$ cat config.mk
export PLATFORM = sky130hd
export DESIGN_NAME = macd_indicator_filter
export DESIGN_NICKNAME = d
export VERILOG_FILES = /design/src/hdl/macd_pkg.sv /design/src/hdl/macd_ema_unit.sv /design/src/hdl/macd_indicator_filter.sv
export SDC_FILE = /design/constraint.sdc
export NUM_CORES = 2
export LEC_CHECK = 0
export BUFFER_PORTS_ARGS = -buffer_cell sky130_fd_sc_hd__clkbuf_2
export CELL_PAD_IN_SITES_DETAIL_PLACEMENT = 0
export CELL_PAD_IN_SITES_GLOBAL_PLACEMENT = 1
export CORE_UTILIZATION = 53
export CTS_CLUSTER_DIAMETER = 150
export CTS_CLUSTER_SIZE = 25
export DETAILED_ROUTE_END_ITERATION = 8
export PLACE_DENSITY_LB_ADDON = 0.3
export SLEW_MARGIN = 20
export SYNTH_ARGS = -nofsm -noshare
export SYNTH_HDL_FRONTEND = slang
export SYNTH_HIERARCHICAL = 1
export SYNTH_SLANG_ARGS = --single-unit
$ cat constraint.sdc
create_clock -name clk -period 22.1 [get_ports clk]
set_clock_uncertainty 0.15 [all_clocks]
set_input_delay 2.21 -clock clk [delete_from_list [all_inputs] [get_ports clk]]
set_output_delay 2.21 -clock clk [all_outputs]
set_load 0.05 [all_outputs]
$ cat src/hdl/macd_pkg.sv
// Shared types and constants of the MACD indicator filter.
package macd_pkg;

  localparam int unsigned PRICE_W = 31;
  localparam int unsigned ALPHA_W = 17;
  localparam int unsigned VAL_W   = 32;
  localparam int unsigned MACD_W  = 34;
  localparam int unsigned SUM_W   = 36;

  localparam logic [1:0] CFG_SHORT_ALPHA  = 2'd0;
  localparam logic [1:0] CFG_LONG_ALPHA   = 2'd1;
  localparam logic [1:0] CFG_SIGNAL_ALPHA = 2'd2;

  localparam logic [ALPHA_W-1:0] SHORT_ALPHA_RST  = 17'd10082;
  localparam logic [ALPHA_W-1:0] LONG_ALPHA_RST   = 17'd4855;
  localparam logic [ALPHA_W-1:0] SIGNAL_ALPHA_RST = 17'd13107;

  localparam logic signed [SUM_W-1:0] PRICE_HI = 36'sd2147483647;
  localparam logic signed [SUM_W-1:0] S32_HI   = 36'sd2147483647;
  localparam logic signed [SUM_W-1:0] S32_LO   = -36'sd2147483648;

  typedef struct packed {
    logic signed [VAL_W-1:0] avg;
    logic signed [VAL_W-1:0] target;
    logic [ALPHA_W-1:0]      alpha;
    logic                    sig_clamp;
  } ema_op_t;

endpackage

$ cat src/hdl/macd_ema_unit.sv
// Shared EMA step unit: registered (x - e) * alpha, then floor shift, add and clamp.
module macd_ema_unit (
  input  logic                                clk,
  input  macd_pkg::ema_op_t                   op,
  output logic signed [macd_pkg::VAL_W-1:0]   result
);

  logic signed [macd_pkg::VAL_W:0]              diff;
  logic signed [macd_pkg::ALPHA_W:0]            alpha_s;
  logic signed [macd_pkg::VAL_W+macd_pkg::ALPHA_W+1:0] prod_r;
  logic signed [macd_pkg::VAL_W-1:0]            avg_r;
  logic                                         clamp_r;
  logic signed [macd_pkg::VAL_W+macd_pkg::ALPHA_W-15:0] step;
  logic signed [macd_pkg::SUM_W-1:0]            sum;

  assign diff    = {op.target[macd_pkg::VAL_W-1], op.target} -
                   {op.avg[macd_pkg::VAL_W-1], op.avg};
  assign alpha_s = {1'b0, op.alpha};

  always_ff @(posedge clk) begin
    prod_r  <= diff * alpha_s;
    avg_r   <= op.avg;
    clamp_r <= op.sig_clamp;
  end

  // floor divide by 2^16
  assign step = prod_r[macd_pkg::VAL_W+macd_pkg::ALPHA_W+1:16];
  assign sum  = {{4{avg_r[macd_pkg::VAL_W-1]}}, avg_r} +
                {step[macd_pkg::VAL_W+macd_pkg::ALPHA_W-15], step};

  always_comb begin
    if (clamp_r) begin
      if (sum < macd_pkg::S32_LO) begin
        result = macd_pkg::S32_LO[macd_pkg::VAL_W-1:0];
      end else if (sum > macd_pkg::S32_HI) begin
        result = macd_pkg::S32_HI[macd_pkg::VAL_W-1:0];
      end else begin
        result = sum[macd_pkg::VAL_W-1:0];
      end
    end else begin
      if (sum < 0) begin
        result = '0;
      end else if (sum > macd_pkg::PRICE_HI) begin
        result = macd_pkg::PRICE_HI[macd_pkg::VAL_W-1:0];
      end else begin
        result = sum[macd_pkg::VAL_W-1:0];
      end
    end
  end

endmodule

$ cat src/hdl/macd_indicator_filter.sv
// MACD indicator filter top level: sequencer, EMA state, config and output register.
//
// Input channel: one price sample per item (in_tdata), in_tuser = restart.
// The first item after reset, or any item with restart set, loads both price
// EMAs with the price and clears DEA; its result is all zero.
// Otherwise the short, long and signal EMAs are updated in turn on one shared
// multiply-accumulate unit, each as a registered multiply, then add and clamp.
// Result channel: DIF, DEA and MACD = 2*(DIF - DEA) per item.
// A normal sample passes the states SHORT, LONG, LWAIT, SIG, SWAIT and DONE
// before out_tvalid rises; a series start goes from idle straight to DONE.
// The three EMA steps run in sequence through the single multiplier, so a
// new item is taken only once the sequencer is back in idle.
// in_tready is high only while the sequencer is idle. The output register
// holds a result until taken; the next item is accepted meanwhile and waits
// at its end for the register to free up when the receiver stalls.
// Reset (rst_n low, synchronous) clears the EMAs, the series flag and the
// output valid, and loads the default smoothing factors.
// Config writes (cfg_wr_en) take effect at once; write only while idle.
module macd_indicator_filter (
  input  logic         clk,
  input  logic         rst_n,
  input  logic         cfg_wr_en,
  input  logic [1:0]   cfg_index,
  input  logic [16:0]  cfg_wdata,
  input  logic         in_tvalid,
  output logic         in_tready,
  input  logic [31:0]  in_tdata,   // [30:0] price, [31] zero
  input  logic         in_tuser,   // [0] restart
  output logic         out_tvalid,
  input  logic         out_tready,
  output logic [103:0] out_tdata   // [31:0] dif_value, [63:32] dea_value,
                                   // [97:64] macd_value, [103:98] zero
);

  typedef enum logic [2:0] {
    ST_IDLE, ST_SHORT, ST_LONG, ST_LWAIT, ST_SIG, ST_SWAIT, ST_DONE
  } state_t;

  state_t                                   state_r;
  logic [macd_pkg::ALPHA_W-1:0]             short_alpha_r;
  logic [macd_pkg::ALPHA_W-1:0]             long_alpha_r;
  logic [macd_pkg::ALPHA_W-1:0]             signal_alpha_r;
  logic [macd_pkg::PRICE_W-1:0]             price_r;
  logic [macd_pkg::PRICE_W-1:0]             short_r;
  logic [macd_pkg::PRICE_W-1:0]             long_r;
  logic signed [macd_pkg::VAL_W-1:0]        signal_r;
  logic                                     started_r;
  logic                                     out_valid_r;
  logic [103:0]                             out_data_r;
  macd_pkg::ema_op_t                        op;
  logic signed [macd_pkg::VAL_W-1:0]        ema_res;
  logic signed [macd_pkg::VAL_W-1:0]        dif;
  logic signed [macd_pkg::VAL_W:0]          gap;
  logic                                     in_acc;

  assign in_tready  = (state_r == ST_IDLE);
  assign in_acc     = in_tvalid && in_tready;
  assign out_tvalid = out_valid_r;
  assign out_tdata  = out_data_r;

  assign dif = $signed({1'b0, short_r}) - $signed({1'b0, long_r});
  assign gap = {dif[macd_pkg::VAL_W-1], dif} - {signal_r[macd_pkg::VAL_W-1], signal_r};

  always_comb begin
    unique case (state_r)
      ST_SHORT: begin
        op = '{avg: $signed({1'b0, short_r}), target: $signed({1'b0, price_r}),
               alpha: short_alpha_r, sig_clamp: 1'b0};
      end
      ST_LONG: begin
        op = '{avg: $signed({1'b0, long_r}), target: $signed({1'b0, price_r}),
               alpha: long_alpha_r, sig_clamp: 1'b0};
      end
      default: begin
        op = '{avg: signal_r, target: dif, alpha: signal_alpha_r, sig_clamp: 1'b1};
      end
    endcase
  end

  macd_ema_unit u_ema (
    .clk    (clk),
    .op     (op),
    .result (ema_res)
  );

  always_ff @(posedge clk) begin
    if (!rst_n) begin
      short_alpha_r  <= macd_pkg::SHORT_ALPHA_RST;
      long_alpha_r   <= macd_pkg::LONG_ALPHA_RST;
      signal_alpha_r <= macd_pkg::SIGNAL_ALPHA_RST;
    end else if (cfg_wr_en) begin
      unique case (cfg_index)
        macd_pkg::CFG_SHORT_ALPHA:  short_alpha_r  <= cfg_wdata;
        macd_pkg::CFG_LONG_ALPHA:   long_alpha_r   <= cfg_wdata;
        macd_pkg::CFG_SIGNAL_ALPHA: signal_alpha_r <= cfg_wdata;
        default: ;
      endcase
    end
  end

  always_ff @(posedge clk) begin
    if (!rst_n) begin
      state_r     <= ST_IDLE;
      price_r     <= '0;
      short_r     <= '0;
      long_r      <= '0;
      signal_r    <= '0;
      started_r   <= 1'b0;
      out_valid_r <= 1'b0;
      out_data_r  <= '0;
    end else begin
      if (out_valid_r && out_tready && state_r != ST_DONE) begin
        out_valid_r <= 1'b0;
      end
      unique case (state_r)
        ST_IDLE: begin
          if (in_acc) begin
            price_r <= in_tdata[macd_pkg::PRICE_W-1:0];
            if (in_tuser || !started_r) begin
              short_r   <= in_tdata[macd_pkg::PRICE_W-1:0];
              long_r    <= in_tdata[macd_pkg::PRICE_W-1:0];
              signal_r  <= '0;
              started_r <= 1'b1;
              state_r   <= ST_DONE;
            end else begin
              state_r <= ST_SHORT;
            end
          end
        end
        ST_SHORT: state_r <= ST_LONG;
        ST_LONG: begin
          short_r <= ema_res[macd_pkg::PRICE_W-1:0];
          state_r <= ST_LWAIT;
        end
        ST_LWAIT: begin
          long_r  <= ema_res[macd_pkg::PRICE_W-1:0];
          state_r <= ST_SIG;
        end
        ST_SIG: state_r <= ST_SWAIT;
        ST_SWAIT: begin
          signal_r <= ema_res;
          state_r  <= ST_DONE;
        end
        ST_DONE: begin
          if (!out_valid_r || out_tready) begin
            out_valid_r <= 1'b1;
            out_data_r  <= {6'b0, gap, 1'b0, signal_r, dif};
            state_r     <= ST_IDLE;
          end
        end
        default: state_r <= ST_IDLE;
      endcase
    end
  end

endmodule

==> metrics.md <==
| Metric | Value |
|---|---|
| Outcome | complete, no violations |
| Crit start category | flop |
| H-tree depth | 1 |
| Max Fclk | roughly 80 MHz |
| TritonCTS sink count | 346 |
| Layout Nets | 5855 |
| Die Height | 279 um |
| Initial DRC Count | 2569 |
| Cells after Synth | 5062 |
| CP max stage delay | 0.61 ns |
| Final Non-Filler Cells | 6044 |
| Final WL | 114000 um |
| R2R depth | 40 |
| Ys async rst share | 0% |
| Inst Count DP | 6024 |
| Initial antenna violation count | 0 |
| CTS buffer count | 17 |
| Hold WC Path Type | reg2reg |
| Slowest cell on crit path | buf_4 |
| Top cell by count, worst path | fa_1 |
| Routed len/inst | 18.9 um |
| Top-area cell type share of the netlist area | 26.4% |
| Drt drc | 0 |
| Post-route ant nets | 0 |
| # IOs | 163 |
| CP startpoint | state_r[0]$_SDFFE_PN0P_ |
| R2R Path End | u_ema/prod_r[48]$_DFF_P_ |
| Post-synth EDFFs | 0 |
| Die W | 279 um |
| CTS-repair resized insts | 0 |
| Placer congestion estimate | 0.894 |
| Vias in the first global route | ~33000 |
| Fraction of layout cells with a size suffix above 1 | 6.96% |
| R2r startpoint | state_r[0]$_SDFFE_PN0P_ |
| DR vias/cell | 5.60 |
| Syn Area/Cell | 8.06 um2 |
| Final Cycle Share | 56.3% |
| TritonRoute pass-1 iters | 5 |
| Synth area leader | fa_1 |
| Clock slew at reported path FFs | 0.12 ns |
| Cell area after synthesis | between 40000 and 50000 um2 |
| Seq/Total Area, Yosys | 17.0% |
| Count of cell types in the netlist | 103 |
| Largest net degree at the start of global routing | 70 |
| Ys Warns | 6 |
| Final Hold Vio Count | 0 |
| Via count | between 30000 and 40000 |
| Final HPWL DP | 85400 um |
| Worst-margin pin slew | approximately 1.3 ns |
| CTS max path bufs | 3 |
| Setup Fix Bufs, Post-CTS | 0 |
| TritonCTS clock tree | built |
| Hold buffers post-CTS | 0 |
| Crit end category | flop |
| Slew Viols, Final | 0 |
| Critical path class | reg2reg |
| Synthesis-to-finish area growth | 4.82% |
| Worst-skew pair later-pin latency | 0.56 ns |
| Initial Utilization | 53.6% |
| Area of the die | 78100 um2 |
| Top FF cell, synth | dfxtp_1 |
| Synth area leaders | fa_1, dfxtp_1, nand2_1 |
| Setup repair after global routing missed its margin | false |
| Gr usage total | 29.3% |
| Tmin final | approximately 12 ns |
| CTS root buffer | clkbuf_16 |
| Placed Area | 42300 um2 |
| First-pass GRT wire length | 182000 um |
| Max-slew headroom | 14.6% |
| Final setup violation count | 0 |
| Max cap viols | 0 |
| Cell Rows | 101 |
| Critical path required time | 22.39 ns |
| Gr ovfl total | 0 |
| R2r setup slk | 9.66 ns |
| Input/output buffers | 154 |
| Non-Filler Cell Area, Final | 42800 um2 |
| Crit Path Max Fanout | 69 |
| Core box area | 76100 um2 |
| Seq cells post-synth | 346 |
| Total Neg Setup Slack | 0 ns |
| Worst EP arrival | 12.73 ns |
| CP Capture Point | u_ema/prod_r[48]$_DFF_P_ |
[metrics by stage]
stage | util [%] | setup WS, ns | hold WS [ns]
2_1_floorplan | - | 12.20 | 0.284
3_3_place_gp | 55.6 | 9.93 | 0.290
3_5_place_dp | 55.6 | 9.89 | 0.295
4_1_cts | 56.2 | 9.83 | 0.310
5_1_grt | 56.2 | 9.07 | 0.323
6_report | 56.2 | 9.66 | 0.309
[layout by cell type, fill, tap and decap left out, drive strengths merged, types with 28 or more instances in the layout]
cell / instances
nand2: 939
xnor2: 92
a31oi: 91
xor2: 37
dfxtp: 346
clkbuf: 170
nand3: 126
and2: 212
buf: 71
o211ai: 28
a21boi: 35
a21o: 90
nand2b: 65
o21ai: 195
nand4: 37
ha: 247
nor2: 143
a22oi: 52
inv: 773
a211oi: 31
fa: 538
nor3: 55
a21oi: 301
[routing by layer]
metal | vias up | track usage (%) | wire [um]
li1 | 16132 | - | -
met1 | 16738 | 41.0 | 51300
met2 | 839 | 49.8 | 55100
met3 | 136 | 2.54 | 5450
met4 | 0 | 5.69 | 2220
met5 | - | 0 | 0
[critical path, delay by kind of cell, from the launching register on]
kind	cells	cell delay (ns)
and+or+nand+nor	7	1.76
DFF	1	0.60
buffers and inverters	9	1.72
adders and majority gates	9	3.98
AOI/OAI and AO/OA	13	3.76
xor gates and xnor gates	2	0.33
[cells by family after synthesis]
| group | Yosys count | synth area share (%) |
|---|---|---|
| compound gates | 973 | 15.6 |
| mux | 45 | 1.17 |
| simple gates | 1713 | 19.4 |
| xor+xnor | 129 | 2.79 |
| fa+ha+maj | 785 | 34.0 |
| other cells | 1 | 0.00919 |
| buf+inv | 1070 | 10.1 |
| flops | 346 | 17.0 |
[worst min path at each step]
stage / slack, ns / cells past startpoint / endpoint / start
2_1_floorplan: 0.28 / 2 / price_r[13]$_SDFFE_PN0P_ / price_r[13]$_SDFFE_PN0P_
3_5_place_dp: 0.30 / 2 / price_r[13]$_SDFFE_PN0P_ / price_r[13]$_SDFFE_PN0P_
3_3_place_gp: 0.29 / 2 / out_tdata[79]$_SDFFE_PN0P_ / out_tdata[79]$_SDFFE_PN0P_
6_report: 0.31 / 2 / out_tdata[55]$_SDFFE_PN0P_ / out_tdata[55]$_SDFFE_PN0P_
4_1_cts: 0.31 / 2 / price_r[13]$_SDFFE_PN0P_ / price_r[13]$_SDFFE_PN0P_
5_1_grt: 0.32 / 2 / long_alpha_r[10]$_SDFFE_PN0P_ / long_alpha_r[10]$_SDFFE_PN0P_
[cells in the mapped netlist (37+ instances only)]
cell,number
a21oi_1,296
a22oi_1,52
a21o_1,90
fa_1,538
clkbuf_1,259
nand2_1,939
nor2_1,143
nor3_1,54
xnor2_1,91
nand2b_1,65
inv_1,771
ha_1,247
a31oi_1,90
o21ai_0,183
and2_1,210
xor2_1,37
dfxtp_1,346
nand4_1,37
nand3_1,126
[flip-flops by register name, summed over array words and instances, names as in the netlist, 3 cells and up]
register and flops:
u_ema/avg_r 32, signal_alpha_r 17, out_tdata 97, long_r 31
u_ema/prod_r 35, signal_r 32, short_alpha_r 17, state_r 3
long_alpha_r 17, price_r 31, short_r 31
[layout make-up]
class                   instances  area, um2
well taps                    1030       1290
repair buffers                224       1300
clock inverters                 2       38.8
inverters                     772       2900
flip-flops and latches        346       6930
diodes                          1       2.50
multi-input cells            3652      29900
clock buffers                  17        425
fillers                      7343      33300
Power is left out: the tool's default activity adds up to more than one toggle a clock period on the data nets, which glitch-free logic cannot reach.
